**src/design/assert_macros.svh**
```systemverilog
`ifndef ASSERT_MACROS_SVH
`define ASSERT_MACROS_SVH

// clocked check, off while reset is asserted
`ifndef NO_ASSERTIONS
`define CSD_ASSERT(label, prop, msg) \
    label: assert property (@(posedge clk) disable iff (!rst_n) prop) else $error(msg);
`else
`define CSD_ASSERT(label, prop, msg)
`endif

// clocked check, also during reset
`ifndef NO_ASSERTIONS
`define CSD_ASSERT_ALWAYS(label, prop, msg) \
    label: assert property (@(posedge clk) prop) else $error(msg);
`else
`define CSD_ASSERT_ALWAYS(label, prop, msg)
`endif

`endif

```
**src/design/csdte_pkg.sv**
```systemverilog
package csdte_pkg;

    localparam int MEM_SIZE = 65536;
    localparam int MEM_AW = $clog2(MEM_SIZE);
    localparam int ADDR_W = 16;
    localparam int LEN_W = 18;
    localparam logic [LEN_W-1:0] LEN_MAX = '1;

    localparam int QDEPTH = 4;
    localparam int QAW = $clog2(QDEPTH);
    localparam int QCW = $clog2(QDEPTH + 1);

    typedef enum logic
    {
        OP_REGS = 1'b0,
        OP_MEM  = 1'b1
    } op_t;

    typedef enum logic [1:0]
    {
        REC_HEADER = 2'd0,
        REC_CHANGE = 2'd1,
        REC_END    = 2'd2
    } rec_kind_t;

    typedef enum logic
    {
        BK_RUN,
        BK_END
    } back_state_t;

    // input transaction payload, last member in the lowest bits
    typedef struct packed {
        logic [7:0]        mem_byte;
        logic [ADDR_W-1:0] mem_address;
        logic [15:0]       counter_value;
        logic [7:0]        stack_value;
        logic [7:0]        status_value;
        logic [7:0]        index_y_value;
        logic [7:0]        index_x_value;
        logic [7:0]        acc_value;
        logic [31:0]       frame_number;
    } in_item_t;

    // output transaction payload, last member in the lowest bits
    typedef struct packed {
        logic [LEN_W-1:0]  frame_length;
        logic [7:0]        change_value;
        logic [ADDR_W-1:0] change_address;
        logic [15:0]       out_pc;
        logic [7:0]        out_stack;
        logic [7:0]        out_status;
        logic [7:0]        out_y;
        logic [7:0]        out_x;
        logic [7:0]        out_acc;
        logic [5:0]        changed_mask;
        logic [31:0]       frame_id;
    } rec_t;

    localparam int IN_DATA_W = $bits(in_item_t);
    localparam int OUT_DATA_W = $bits(rec_t);

    // classified item handed from front to back
    typedef struct packed {
        logic              is_mem;
        logic              last;
        logic              changed;
        logic [5:0]        mask;
        logic [31:0]       frame;
        logic [7:0]        acc;
        logic [7:0]        x;
        logic [7:0]        y;
        logic [7:0]        status;
        logic [7:0]        stack;
        logic [15:0]       pc;
        logic [ADDR_W-1:0] addr;
        logic [7:0]        data;
    } cmd_t;

endpackage

```
**src/design/csdte_back.sv**
```systemverilog
`include "assert_macros.svh"

module csdte_back
(
    input  logic                                 clk,
    input  logic                                 rst_n,
    input  logic                                 q_valid,
    input  csdte_pkg::cmd_t                      q_cmd,
    output logic                                 pop,
    output logic                                 m_tvalid,
    input  logic                                 m_tready,
    output logic [csdte_pkg::OUT_DATA_W-1:0]     m_tdata,
    output logic [1:0]                           m_tuser
);
    import csdte_pkg::*;

    back_state_t      state_reg;
    back_state_t      state_next;
    logic             out_valid_reg;
    rec_kind_t        out_kind_reg;
    rec_t             out_rec_reg;
    logic [LEN_W-1:0] length_reg;
    logic [LEN_W-1:0] length_next;

    logic             load_ok;
    logic             load;
    rec_kind_t        kind;
    rec_t             rec;
    logic [LEN_W-1:0] hdr_len;
    logic [LEN_W-1:0] len_plus3;

    always_comb
    begin
        load_ok   = !out_valid_reg || m_tready;
        hdr_len   = LEN_W'(3) + LEN_W'(q_cmd.mask[0]) + LEN_W'(q_cmd.mask[1])
                  + LEN_W'(q_cmd.mask[2]) + LEN_W'(q_cmd.mask[3])
                  + LEN_W'(q_cmd.mask[4]) + LEN_W'({q_cmd.mask[5], 1'b0});
        len_plus3 = (length_reg > (LEN_MAX - LEN_W'(3))) ? LEN_MAX
                                                          : length_reg + LEN_W'(3);
    end

    always_comb
    begin
        state_next = state_reg;
        unique case (state_reg)
            BK_RUN:
            begin
                if (q_valid && load_ok && q_cmd.is_mem && q_cmd.changed && q_cmd.last)
                begin
                    state_next = BK_END;
                end
            end
            BK_END:
            begin
                if (load_ok)
                begin
                    state_next = BK_RUN;
                end
            end
            default:
            begin
                state_next = BK_RUN;
            end
        endcase
    end

    always_comb
    begin
        pop         = 1'b0;
        load        = 1'b0;
        kind        = REC_HEADER;
        rec         = '0;
        length_next = length_reg;
        unique case (state_reg)
            BK_RUN:
            begin
                if (q_valid && load_ok)
                begin
                    pop = 1'b1;
                    if (!q_cmd.is_mem)
                    begin
                        load             = 1'b1;
                        kind             = REC_HEADER;
                        rec.frame_id     = q_cmd.frame;
                        rec.changed_mask = q_cmd.mask;
                        rec.out_acc      = q_cmd.acc;
                        rec.out_x        = q_cmd.x;
                        rec.out_y        = q_cmd.y;
                        rec.out_status   = q_cmd.status;
                        rec.out_stack    = q_cmd.stack;
                        rec.out_pc       = q_cmd.pc;
                        length_next      = hdr_len;
                    end
                    else if (q_cmd.changed)
                    begin
                        load               = 1'b1;
                        kind               = REC_CHANGE;
                        rec.change_address = q_cmd.addr;
                        rec.change_value   = q_cmd.data;
                        length_next        = len_plus3;
                    end
                    else if (q_cmd.last)
                    begin
                        load             = 1'b1;
                        kind             = REC_END;
                        rec.frame_length = length_reg;
                    end
                end
            end
            BK_END:
            begin
                if (load_ok)
                begin
                    load             = 1'b1;
                    kind             = REC_END;
                    rec.frame_length = length_reg;
                end
            end
            default:
            begin
                pop = 1'b0;
            end
        endcase
    end

    always_ff @(posedge clk or negedge rst_n)
    begin
        if (!rst_n)
        begin
            state_reg     <= BK_RUN;
            out_valid_reg <= 1'b0;
            length_reg    <= '0;
        end
        else
        begin
            state_reg  <= state_next;
            length_reg <= length_next;
            if (load)
            begin
                out_valid_reg <= 1'b1;
            end
            else if (m_tready)
            begin
                out_valid_reg <= 1'b0;
            end
        end
    end

    always_ff @(posedge clk)
    begin
        if (load)
        begin
            out_kind_reg <= kind;
            out_rec_reg  <= rec;
        end
    end

    assign m_tvalid = out_valid_reg;
    assign m_tdata  = out_rec_reg;
    assign m_tuser  = out_kind_reg;

    `CSD_ASSERT(a_end_follows_change, state_reg == BK_END |-> out_valid_reg && out_kind_reg == REC_CHANGE, "end record pending without change record")

endmodule

```
**config.mk**
```make
export PLATFORM = sky130hd
export DESIGN_NAME = csdte_back
export DESIGN_NICKNAME = d
export VERILOG_FILES = /design/src/design/csdte_pkg.sv /design/src/design/csdte_back.sv
export VERILOG_INCLUDE_DIRS = /design/src /design/src/design
export SDC_FILE = /design/constraint.sdc
export NUM_CORES = 1
export LEC_CHECK = 0
export CAP_MARGIN = 20
export CORE_MARGIN = 5
export CORE_UTILIZATION = 44
export CTS_CLUSTER_SIZE = 40
export DETAILED_ROUTE_END_ITERATION = 8
export DONT_BUFFER_PORTS = 1
export SLEW_MARGIN = 20
export SYNTH_ARGS = -nofsm -noshare
export SYNTH_HDL_FRONTEND = slang
export SYNTH_SLANG_ARGS = --single-unit
```
**constraint.sdc**
```tcl
create_clock -name clk -period 7.8 [get_ports clk]
set_input_delay 0.78 -clock clk [delete_from_list [all_inputs] [get_ports clk]]
set_output_delay 0.78 -clock clk [all_outputs]
set_load 0.1 [all_outputs]
```
==> impl_metrics.yaml <==
timing:
  hold_viol_final: 0
  setup_tns_ns: 0
  fin_skew_ns: 0.01110
  grt_setup_unrepaired: "no"
  final.period_utilization_pct: 49.70
  relSlewSlack_pct: 33.07
  slew_viol_final: 0
  fmax_mhz: 258.0
  worstMarginPinSlew_ns: 1.002
  final-setup-viol-count: 0
  fin_crit_ns: 3.876
cts:
  htreeDepth: 4
  hold_buffers: 0
  clkTransAtPathRegs_ns: 0.06
  clkLatencyLatePin_ns: 0.42
  clockRootBuffer: "clkbuf_16"
  cts_buffers: 17
  cts_tree: "done"
  clock_path_buffers: 2
  cts_setup_buffers: 0
  cts.sinks: 158
  cts_resized: 0
synthesis:
  synth_simple_gate_area_share_pct: 19.07
  postSynthAreaPerCell_um2: 13.74
  synth_area_um2: 6540
  synth_top_family_by_area: "simple AND/OR/NAND/NOR gates"
  synthAdderAreaFrac_pct: 1.951
  synthFlopType: "edfxtp_1"
  syn-num-nets: 610
  synth_xor_area_share_pct: 0.1339
  syn_inst: 476
  synth_compound_area_share_pct: 4.745
  synthMuxAreaShare_pct: 0.1531
  synth_edf_count: 138
  yosysWarnings: 0
  synth_cell_type_count: 40
  ys_seq_area_share_pct: 71.02
  async_flop_share_pct: 12.66
  synth.ff_latch_count: 158
worst_setup_path:
  cp-end-kind: "register"
  crit_path_max_incr_delay_ns: 0.93
  crit_type: "reg -> reg"
  crit_chain: "nor2b_1 > or4b_4 > inv_1 > buf_4 > o21a_1 > o21ai_0 > nand2_1"
  arrival_ns: 4.17
  startpoint_type: "register"
  path_max_fanout: 102
  critPathTopFamily: "simple AND/OR/NAND/NOR gates"
  cp_slowest_cell: "dfrtp_1"
  cp.required_ns: 8.09
  critPathBufInv: 2
drt:
  remaining_drc_errors: 0
  viasPerCell: 5.764
  first_iter_violations: 239
  antenna_left: 0
  wirelength_um: 15770
  route.vias.total: 3839
  wl_per_cell_um: 23.68
  dr.pass1.iters: 5
grt:
  grt_pass1_vias: 3891
  grtUsageTotal_pct: 17.65
  antenna_found_initial: 0
  grt_pass1_wl_um: 23760
  overflow: 0
  grt_start_max_net_pins: 103
final_layout:
  n_antenna_cell: 0
  n_fill_cell: 1226
  nets: 603
  drive_above_1_share_pct: 9.544
  fin_cells: 666
  final_area_um2: 7301
  layout.area.seq_um2: 4644
  largest_register_ff_count: 136
  multi_input_area_um2: 1720
  area_delta_synth_final_pct: 11.63
power:
  p_leak_nw: 2.998
  p_per_area_nw_per_um2: 331.5
  vdd_drop_max_mv: 0.1719
placed_design:
  routabilityCongestion: 0.7920
  place_area_um2: 6710
  dp_hpwl_um: 10800
  placed_cells: 633
  io_buffers: 0
die:
  rows: 44
  core-area_um2: 14530
  io_pins: 265
  die_h_um: 131.9
  die_w_um: 131.9
  initial_core_util_pct: 45.00
  die-area_um2: 17400
run:
  maxCapViolCount: 0
outcome:
  status: "completed"
hold_path:
  hold_class: "in -> async"
==> cell usage in the layout, fill, tap and decap left out, types with 3 or more instances in the layout <==
master      count
edfxtp_1      138
and3_1         92
and2_1         38
o21ai_0        29
dfrtp_1        20
nand2_1        19
clkbuf_16      18
inv_1          14
nor3_1         13
nor2_1         10
a21oi_1         8
nand3_1         7
ha_1            7
a31oi_1         5
buf_4           5
nor2b_1         4
nand4_1         4
clkinv_4        4
inv_6           4
nand3b_1        3
nor4_1          3
clkinv_2        3
clkinvlp_4      3
==> Yosys cell counts, drive strengths merged, types with 2 or more instances <==
master	instances	area share, %
o21a	2	0.23
nor3b	2	0.23
nor4	4	0.61
nand3	7	0.54
a21oi	9	0.69
fa	2	0.61
dfrtp	20	7.7
nor2b	4	0.38
o211ai	2	0.23
edfxtp	138	63
nand3b	3	0.34
clkbuf	26	1.5
nand2	19	1.1
nor3	13	0.99
or4	2	0.23
and2	38	3.6
a22oi	2	0.23
or2	2	0.19
o21ai	29	2.2
buf	7	0.63
a31oi	5	0.48
nand4	4	0.38
nor2	10	0.57
and3	92	8.8
o221ai	2	0.27
ha	7	1.3
inv	14	0.80
==> kinds of logic after synthesis <==
group,Yosys count
muxes,1
buffers and inverters,47
AOI/OAI and AO/OA,54
xor gates and xnor gates,1
DFF,158
and+or+nand+nor,206
adders and majority gates,9
==> path summary, 6_finish.rpt <==
path | slack [ns] | cells past startpoint | from | endpoint
worst min-delay path | 0.05 | 0 | rst_n | state_reg
worst max-delay path | 3.92 | 7 | m_tvalid | length_reg[12]
worst max register to register | 3.92 | 7 | m_tvalid | length_reg[12]
worst min register to register | 0.57 | 2 | length_reg[16] | length_reg[16]
min in group clk | 0.44 | 1 | q_cmd[120] | length_reg[3]
max in group asynchronous | 7.66 | 0 | rst_n | length_reg[16]
==> final cells by class <==
cell class,instances,area share [%]
clock buffer,17,5.827
clock inverter,15,1.885
inverter,14,0.7198
multi-input combinational,271,23.56
sequential,158,63.62
tap,184,3.153
timing repair buffer,7,1.234
==> metrics by stage <==
stage | setup slack [ns] | utilization, % | power [mW] | hold slack (ns)
2_1_floorplan | 2.370 | - | 1.601 | 0.4844
3_3_place_gp | 4.110 | 46.17 | 1.644 | 0.4852
3_5_place_dp | 3.976 | 46.17 | 1.652 | 0.4853
4_1_cts | 3.943 | 50.04 | 2.439 | 0.03232
5_1_grt | 3.615 | 50.23 | 2.506 | 0.02522
6_report | 3.924 | 50.23 | 2.420 | 0.04875
==> power by group <==
part | switching, mW | total (mW) | leakage [nW] | internal [mW]
Clock | 0.343 | 0.786 | 0.270 | 0.443
Sequential | 0.469 | 1.48 | 1.64 | 1.01
Combinational | 0.0992 | 0.154 | 1.08 | 0.0551
Total | 0.911 | 2.42 | 3.00 | 1.51
==> worst register-to-register path, cell delays in order (launching register included) <==
cell     delay (ns)
dfrtp_1        0.93
nor2b_1        0.88
or4b_4         0.86
inv_1          0.36
buf_4          0.34
o21a_1         0.16
o21ai_0        0.14
nand2_1        0.08
==> per-layer routing <==
metal  share of wire (%)  track usage [%]  vias up
li1                    -                -     1756
met4                 1.6            6.400        0
met5                   0                0        -
met1                  38            21.49     1903
met3                 7.5            5.649       17
met2                  52            29.53      163
No activity file was read; power rests on OpenSTA's default activity.
