$ cat src/design/assert_macros.svh
`ifndef ASSERT_MACROS_SVH
`define ASSERT_MACROS_SVH

// clocked check, off while reset is asserted
`ifndef NO_ASSERTIONS
`define CSD_ASSERT(label, prop, msg) \
    label: assert property (@(posedge clk) disable iff (!rst_n) prop) else $error(msg);
`else
`define CSD_ASSERT(label, prop, msg)
`endif

// clocked check, also during reset
`ifndef NO_ASSERTIONS
`define CSD_ASSERT_ALWAYS(label, prop, msg) \
    label: assert property (@(posedge clk) prop) else $error(msg);
`else
`define CSD_ASSERT_ALWAYS(label, prop, msg)
`endif

`endif

$ cat src/design/csdte_pkg.sv
package csdte_pkg;

    localparam int MEM_SIZE = 65536;
    localparam int MEM_AW = $clog2(MEM_SIZE);
    localparam int ADDR_W = 16;
    localparam int LEN_W = 18;
    localparam logic [LEN_W-1:0] LEN_MAX = '1;

    localparam int QDEPTH = 4;
    localparam int QAW = $clog2(QDEPTH);
    localparam int QCW = $clog2(QDEPTH + 1);

    typedef enum logic
    {
        OP_REGS = 1'b0,
        OP_MEM  = 1'b1
    } op_t;

    typedef enum logic [1:0]
    {
        REC_HEADER = 2'd0,
        REC_CHANGE = 2'd1,
        REC_END    = 2'd2
    } rec_kind_t;

    typedef enum logic
    {
        BK_RUN,
        BK_END
    } back_state_t;

    // input transaction payload, last member in the lowest bits
    typedef struct packed {
        logic [7:0]        mem_byte;
        logic [ADDR_W-1:0] mem_address;
        logic [15:0]       counter_value;
        logic [7:0]        stack_value;
        logic [7:0]        status_value;
        logic [7:0]        index_y_value;
        logic [7:0]        index_x_value;
        logic [7:0]        acc_value;
        logic [31:0]       frame_number;
    } in_item_t;

    // output transaction payload, last member in the lowest bits
    typedef struct packed {
        logic [LEN_W-1:0]  frame_length;
        logic [7:0]        change_value;
        logic [ADDR_W-1:0] change_address;
        logic [15:0]       out_pc;
        logic [7:0]        out_stack;
        logic [7:0]        out_status;
        logic [7:0]        out_y;
        logic [7:0]        out_x;
        logic [7:0]        out_acc;
        logic [5:0]        changed_mask;
        logic [31:0]       frame_id;
    } rec_t;

    localparam int IN_DATA_W = $bits(in_item_t);
    localparam int OUT_DATA_W = $bits(rec_t);

    // classified item handed from front to back
    typedef struct packed {
        logic              is_mem;
        logic              last;
        logic              changed;
        logic [5:0]        mask;
        logic [31:0]       frame;
        logic [7:0]        acc;
        logic [7:0]        x;
        logic [7:0]        y;
        logic [7:0]        status;
        logic [7:0]        stack;
        logic [15:0]       pc;
        logic [ADDR_W-1:0] addr;
        logic [7:0]        data;
    } cmd_t;

endpackage

$ cat src/design/csdte_queue.sv
`include "assert_macros.svh"

module csdte_queue
(
    input  logic            clk,
    input  logic            rst_n,
    input  logic            push,
    input  csdte_pkg::cmd_t push_cmd,
    output logic            full,
    input  logic            pop,
    output logic            not_empty,
    output csdte_pkg::cmd_t head
);
    import csdte_pkg::*;

    cmd_t           entry_reg [QDEPTH];
    logic [QAW-1:0] wr_ptr_reg;
    logic [QAW-1:0] rd_ptr_reg;
    logic [QCW-1:0] count_reg;
    logic [QCW-1:0] count_next;

    always_comb
    begin
        full      = (count_reg == QCW'(QDEPTH));
        not_empty = (count_reg != '0);
        head      = entry_reg[rd_ptr_reg];
        count_next = count_reg;
        if (push && !pop)
        begin
            count_next = count_reg + 1'b1;
        end
        else if (!push && pop)
        begin
            count_next = count_reg - 1'b1;
        end
    end

    always_ff @(posedge clk or negedge rst_n)
    begin
        if (!rst_n)
        begin
            wr_ptr_reg <= '0;
            rd_ptr_reg <= '0;
            count_reg  <= '0;
        end
        else
        begin
            count_reg <= count_next;
            if (push)
            begin
                wr_ptr_reg <= wr_ptr_reg + 1'b1;
            end
            if (pop)
            begin
                rd_ptr_reg <= rd_ptr_reg + 1'b1;
            end
        end
    end

    always_ff @(posedge clk)
    begin
        if (push)
        begin
            entry_reg[wr_ptr_reg] <= push_cmd;
        end
    end

    `CSD_ASSERT_ALWAYS(a_count_bound, !rst_n || count_reg <= QCW'(QDEPTH), "count beyond depth")
    `CSD_ASSERT(a_count_up, push && !pop |=> count_reg == $past(count_reg) + QCW'(1), "queue count did not grow")

endmodule

$ cat config.mk
export PLATFORM = sky130hd
export DESIGN_NAME = csdte_queue
export DESIGN_NICKNAME = d
export VERILOG_FILES = /design/src/design/csdte_pkg.sv /design/src/design/csdte_queue.sv
export VERILOG_INCLUDE_DIRS = /design/src /design/src/design
export SDC_FILE = /design/constraint.sdc
export NUM_CORES = 1
export LEC_CHECK = 0
export BUFFER_PORTS_ARGS = -buffer_cell sky130_fd_sc_hd__clkbuf_2
export CAP_MARGIN = 20
export CELL_PAD_IN_SITES_DETAIL_PLACEMENT = 1
export CELL_PAD_IN_SITES_GLOBAL_PLACEMENT = 1
export CORE_MARGIN = 5
export CORE_UTILIZATION = 40
export DETAILED_ROUTE_END_ITERATION = 10
export PLACE_DENSITY = 0.71
export SYNTH_ARGS = -nofsm -noshare
export SYNTH_HDL_FRONTEND = slang
export SYNTH_SLANG_ARGS = --single-unit
export TNS_END_PERCENT = 30
$ cat constraint.sdc
create_clock -name clk -period 4.7 [get_ports clk]
set_clock_uncertainty 0.1 [all_clocks]
set_input_delay 0.94 -clock clk [delete_from_list [all_inputs] [get_ports clk]]
set_output_delay 0.94 -clock clk [all_outputs]
set_load 0.01 [all_outputs]
==> results.sh, run 1 <==
export IMPL_viasPerCell=5.02
export IMPL_syn_area_per_cell_um2=26.8
export IMPL_area_growth_pct=20.2
export IMPL_synth_edf_count=484
export IMPL_endpoint_kind="output port"
export IMPL_hold_viol=0
export IMPL_largest_reg_flops=484
export IMPL_grt_pass1_vias=8828
export IMPL_overflow=0
export IMPL_start_util_pct=40.4
export IMPL_crit_type="register to output port"
export IMPL_slowest_stage="dfrtp_4"
export IMPL_ys_seq_elements=491
export IMPL_drt_iter0_drc=522
export IMPL_cts_buffers=50
export IMPL_grtUsageTotal_pct=15.1
export IMPL_cts_max_path_buffers=3
export IMPL_pwr_share_clk_pct=27.9
export IMPL_swShare_pct=28.9
export IMPL_cpPeakStageDelay_ns=0.91
export IMPL_period_share_pct=79.1
export IMPL_tns_ns=0
export IMPL_clockRootBuffer="clkbuf_16"
export IMPL_cap_viol_max_count=0
export IMPL_status="completed"
export IMPL_clock_sinks=491
export IMPL_powerDensity_nw_per_um2=634
export IMPL_die_area_um2=48900
export IMPL_seq_power_share_pct=44.5
export IMPL_via_count=7966
export IMPL_cp_arrival_ns=2.68
export IMPL_postLayoutCellArea_um2=21400
export IMPL_rsz0062_at_grt="false"
export IMPL_path_max_fanout=33
export IMPL_grt_pass1_wl_um=56500
export IMPL_h_tree_depth=2
export IMPL_synth_area_top_cells="edfxtp_1, mux4_2, dfrtp_1, buf_6, buf_2"
export IMPL_insertion_delay_ns=0.57
export IMPL_cts_tree="built"
export IMPL_synth_area_um2=17800
export IMPL_die_x_um=221
export IMPL_clk_pin_slew_ns=0.06
export IMPL_nFillCells=3968
export IMPL_drc=0
export IMPL_drive_above_1_share_pct=46.1
export IMPL_die_height_um=221
export IMPL_fin_cells=1587
export IMPL_worstSetupStartpointType="register"
export IMPL_place_area_um2=19900
export IMPL_post_cts_setup_buffers=0
export IMPL_ios=248
export IMPL_peakVddDrop_uv=356
export IMPL_period_minus_slack_ns=3.72
export IMPL_wl_per_cell_um=23.3
export IMPL_synth_cell_types=19
export IMPL_synthFlopType="edfxtp_1"
export IMPL_worstMarginPinSlew_ns=0.744
export IMPL_grt_max_degree=67
export IMPL_dp_slack_ns=1.49
export IMPL_p_comb_share_pct=27.5
export IMPL_syn_inst=667
export IMPL_setup_ws_ns=0.985
export IMPL_wirelength_um=37000
export IMPL_antenna_found_initial=3
export IMPL_synth_area_leader_cell="edfxtp_1"
export IMPL_final_setup_viol_count=0
export IMPL_rows=77
export IMPL_total_power_mw=13.6
export IMPL_path_cells="buf_4 > mux4_2 > clkbuf_2"
export IMPL_p_int_mw=9.67
export IMPL_io_buffers=247
export IMPL_yosys_warnings=0
export IMPL_cp_required_ns=3.66
export IMPL_synth_most_common_cell="edfxtp_1"
export IMPL_dpl_hpwl_um=23100
export IMPL_gp_congestion=0.711
export IMPL_fmax_mhz=269
export IMPL_core_um2=44200
export IMPL_fin_nets=1087
export IMPL_syn_num_nets=798
export IMPL_dp_cells=1496
export IMPL_drtAntennaViolNets=0
export IMPL_async_reset_ff_share_pct=1.43
export IMPL_slew_headroom_pct=50.4
export IMPL_firstDrtPassIters=4
export IMPL_synth_common_cells="edfxtp_1, mux4_2, buf_2, buf_6, dfrtp_1"
export IMPL_power_leakage_nw=7.33
export IMPL_diodes=0
export IMPL_yosysSeqAreaShare_pct=82.4
export IMPL_ctsHoldBuffers=0
export IMPL_hold_path_class="input pin to asynchronous set/reset pin"
export IMPL_slew_violations=0
export IMPL_switchingPower_mw=3.93
export IMPL_yosys_area_top_type_share_pct=81.4
export IMPL_cts_resized=0
[final cells by class]
cell class | instances | area [um2] | share of cell area, %
clock buffer | 67 | 1390 | 6.48
clock inverter | 24 | 188 | 0.875
inverter | 4 | 15.0 | 0.0700
multi-input combinational | 144 | 2940 | 13.7
sequential | 491 | 14700 | 68.6
tap | 592 | 741 | 3.45
timing repair buffer | 265 | 1460 | 6.80
[cells by family (layout without fill, tap and decap cells)]
group	after synthesis	after routing	share of synthesized area, %
AO/OA/AOI/OAI	1	1	0.0280
XOR/XNOR	6	6	0.294
adder cells (fa/ha/maj)	6	6	0.463
buffers and inverters	32	360	1.17
flip-flops	491	491	82.4
multiplexers	122	122	15.3
AND/OR/NAND/NOR	9	9	0.280
[layout by cell type, fill, tap and decap left out, drive strengths merged, types with 2 or more instances in the layout]
master / count
edfxtp: 484
bufinv: 3
ha: 5
mux4: 121
clkbuf: 314
and2: 4
dfrtp: 7
xor2: 4
clkinv: 21
inv: 4
xnor2: 2
buf: 18
nand2: 2
[worst max-delay path, delay by kind of cell, from the launching register on]
family,cells,cell delay [ns]
DFF,1,0.91
muxes,1,0.56
buffers and inverters,2,0.61
[path summary, 6_finish.rpt]
path / from / end / slack (ns) / depth (start not counted)
worst max-delay path: rd_ptr_reg[0]$_DFFE_PN0P_ / head[28] / 0.98 / 3
worst min register to register: count_reg[2]$_DFFE_PN0P_ / count_reg[2]$_DFFE_PN0P_ / 0.39 / 1
worst min-delay path: rst_n / wr_ptr_reg[0]$_DFFE_PN0P_ / 0.11 / 1
max in group asynchronous: rst_n / rd_ptr_reg[0]$_DFFE_PN0P_ / 4.18 / 1
min in group clk: count_reg[2]$_DFFE_PN0P_ / count_reg[2]$_DFFE_PN0P_ / 0.39 / 1
worst max register to register: wr_ptr_reg[0]$_DFFE_PN0P_ / entry_reg[2][63]$_DFFE_PP_ / 2.38 / 4
[layer usage]
layer	wire length (um)	global-route usage, %	up-vias	part of all wire [%]
li1	-	-	3471	-
met1	15100	19.7	4229	41
met2	18800	25.3	215	51
met3	2520	4.78	45	6.8
met4	559	3.42	6	1.5
met5	47	0	-	0.13
[metrics by stage]
stage	utilization [%]	hold WS (ns)
floorplan	-	0.349
global placement	44.9	0.380
detailed placement	44.9	0.390
CTS	48.5	0.0675
global route	48.5	0.0786
finish	48.5	0.110
[power by group through the flow]
stage	clock network, mW	registers [mW]	logic (mW)
3_3_place_gp	0	6.11	3.83
6_report	3.80	6.05	3.75
2_1_floorplan	0	6.02	2.51
5_1_grt	4.15	6.14	4.03
4_1_cts	3.93	6.08	3.88
3_5_place_dp	0	6.17	3.87
Note: power is estimated with default switching activity, not from simulation.
==> inputs of run 2 (changes only) <==
--- a/config.mk
+++ b/config.mk
@@ -13,7 +13,7 @@
 export CORE_MARGIN = 5
 export CORE_UTILIZATION = 40
 export DETAILED_ROUTE_END_ITERATION = 10
-export PLACE_DENSITY = 0.71
+export PLACE_DENSITY = 0.74
 export SYNTH_ARGS = -nofsm -noshare
 export SYNTH_HDL_FRONTEND = slang
 export SYNTH_SLANG_ARGS = --single-unit
==> constraint.sdc (replaced) <==
create_clock -name clk -period 3.3 [get_ports clk]
set_clock_uncertainty 0.1 [all_clocks]
set_input_delay 0.66 -clock clk [delete_from_list [all_inputs] [get_ports clk]]
set_output_delay 0.66 -clock clk [all_outputs]
set_load 0.01 [all_outputs]
==> results.sh, run 2 (synthesis gave the netlist of run 1 again) <==
export IMPL_cp_required_ns=2.54
export IMPL_drtAntennaViolNets=0
export IMPL_die_height_um=221
export IMPL_drive_above_1_share_pct=46.2
export IMPL_period_minus_slack_ns=2.95
export IMPL_clockRootBuffer="clkbuf_16"
export IMPL_slew_headroom_pct=62.0
export IMPL_path_max_fanout=23
export IMPL_gp_congestion=0.721
export IMPL_crit_type="register to output port"
export IMPL_met1_usage_pct=19.9
export IMPL_rsz0062_at_grt="false"
export IMPL_grt_pass1_wl_um=57300
export IMPL_holdWs_ns=0.202
export IMPL_met3_usage_pct=3.83
export IMPL_hold_viol=0
export IMPL_insertion_delay_ns=0.57
export IMPL_core_um2=44200
export IMPL_reg2reg_slack_ns=1.41
export IMPL_h_tree_depth=2
export IMPL_worstSetupStartpointType="register"
export IMPL_rows=77
export IMPL_drt_iter0_drc=541
export IMPL_cts_tree="built"
export IMPL_cts_resized=0
export IMPL_postLayoutCellArea_um2=21600
export IMPL_start_util_pct=40.4
export IMPL_fmax_mhz=339
export IMPL_slew_violations=0
export IMPL_grt_max_degree=65
export IMPL_gr_usage_met2_pct=25.2
export IMPL_worstMarginPinSlew_ns=0.570
export IMPL_viasPerCell=5.04
export IMPL_status="completed"
export IMPL_largest_reg_flops=484
export IMPL_area_growth_pct=21.2
export IMPL_fin_nets=1097
export IMPL_nFillCells=3950
export IMPL_wl_per_cell_um=23.3
export IMPL_place_area_um2=20000
export IMPL_layout_area_seq_um2=14700
export IMPL_grtUsageTotal_pct=15.3
export IMPL_cp_arrival_ns=2.19
export IMPL_diodes=0
export IMPL_firstDrtPassIters=4
export IMPL_via_count=8053
export IMPL_drc=0
export IMPL_period_share_pct=89.4
export IMPL_top_usage_layer="met2"
export IMPL_antenna_found_initial=1
export IMPL_io_buffers=247
export IMPL_cts_buffers=51
export IMPL_tns_ns=0
export IMPL_hold_path_class="input pin to register"
export IMPL_power_leakage_nw=7.40
export IMPL_final_common_cell="edfxtp_1"
export IMPL_multi_input_area_um2=2940
export IMPL_clk_pin_slew_ns=0.06
export IMPL_ios=248
export IMPL_die_x_um=221
export IMPL_dpl_hpwl_um=23400
export IMPL_cts_max_path_buffers=3
export IMPL_overflow=0
export IMPL_wirelength_um=37300
export IMPL_endpoint_kind="output port"
export IMPL_clock_sinks=491
export IMPL_peakVddDrop_uv=603
export IMPL_grt_pass1_vias=8918
export IMPL_powerDensity_nw_per_um2=904
export IMPL_final_cell_mix="edfxtp_1, clkbuf_2, mux4_2"
export IMPL_final_setup_viol_count=0
export IMPL_cap_viol_max_count=0
export IMPL_die_area_um2=48900
[run 2: cell count changes in the layout (fill, tap and decap cells not counted), sizes merged]
cell	change
clkinv	+1
dlygate4sd3	+1
buf	+8
inv	+1
clkbuf	-2
bufinv	+1
[run 2: power breakdown]
part	switching (mW)	total [mW]	internal (mW)	leakage, nW
Combinational	3.08	5.66	2.57	2.10
Clock	2.23	5.46	3.22	0.775
Sequential	0.292	8.44	8.15	4.53
Total	5.61	19.6	13.9	7.40
[run 2: what timing repair did]
item,4_1_cts,5_1_grt
hold endpoints to repair,7,0
setup buffers,0,4
setup endpoints to repair,0,1
hold buffers,1,0
[run 2: final timing paths]
kind | depth (start not counted) | startpoint | endpoint
min | 1 | push_cmd[114] | entry_reg[1][114]$_DFFE_PP_
max | 4 | rd_ptr_reg[0]$_DFFE_PN0P_ | head[102]
min in group asynchronous | 2 | rst_n | wr_ptr_reg[1]$_DFFE_PN0P_
min reg2reg | 1 | count_reg[2]$_DFFE_PN0P_ | count_reg[2]$_DFFE_PN0P_
max in group asynchronous | 2 | rst_n | rd_ptr_reg[0]$_DFFE_PN0P_
max reg2reg | 4 | wr_ptr_reg[1]$_DFFE_PN0P_ | entry_reg[1][32]$_DFFE_PP_
[run 2: cell type report]
| class | count | share of cell area, % |
|---|---|---|
| tap | 592 | 3.42 |
| multi-input combinational | 144 | 13.6 |
| sequential | 491 | 68.0 |
| clock buffer | 65 | 6.34 |
| inverter | 4 | 0.0694 |
| timing repair buffer | 274 | 7.53 |
| clock inverter | 27 | 1.01 |
[run 2: worst max-delay path, stage by stage, from the launching register on]
cell	delay [ns]
dfrtp_4	0.51
buf_4	0.15
buf_12	0.20
mux4_2	0.58
clkbuf_2	0.16
[run 2: routing by layer]
metal,vias up,share of wire (%)
met5,-,0.030
met4,2,2.8
met3,63,6.0
met2,231,51
met1,4259,40
li1,3498,-
[run 2: per-stage QoR]
step,util (%),instances,worst slack (ns),power (mW)
floorplan,-,667,-0.718,12.1
global placement,45.2,1500,0.713,14.2
detailed placement,45.2,1500,0.672,14.4
CTS,48.8,1593,0.0346,19.9
global route,48.9,1597,0.222,20.6
finish,48.9,1597,0.351,19.6
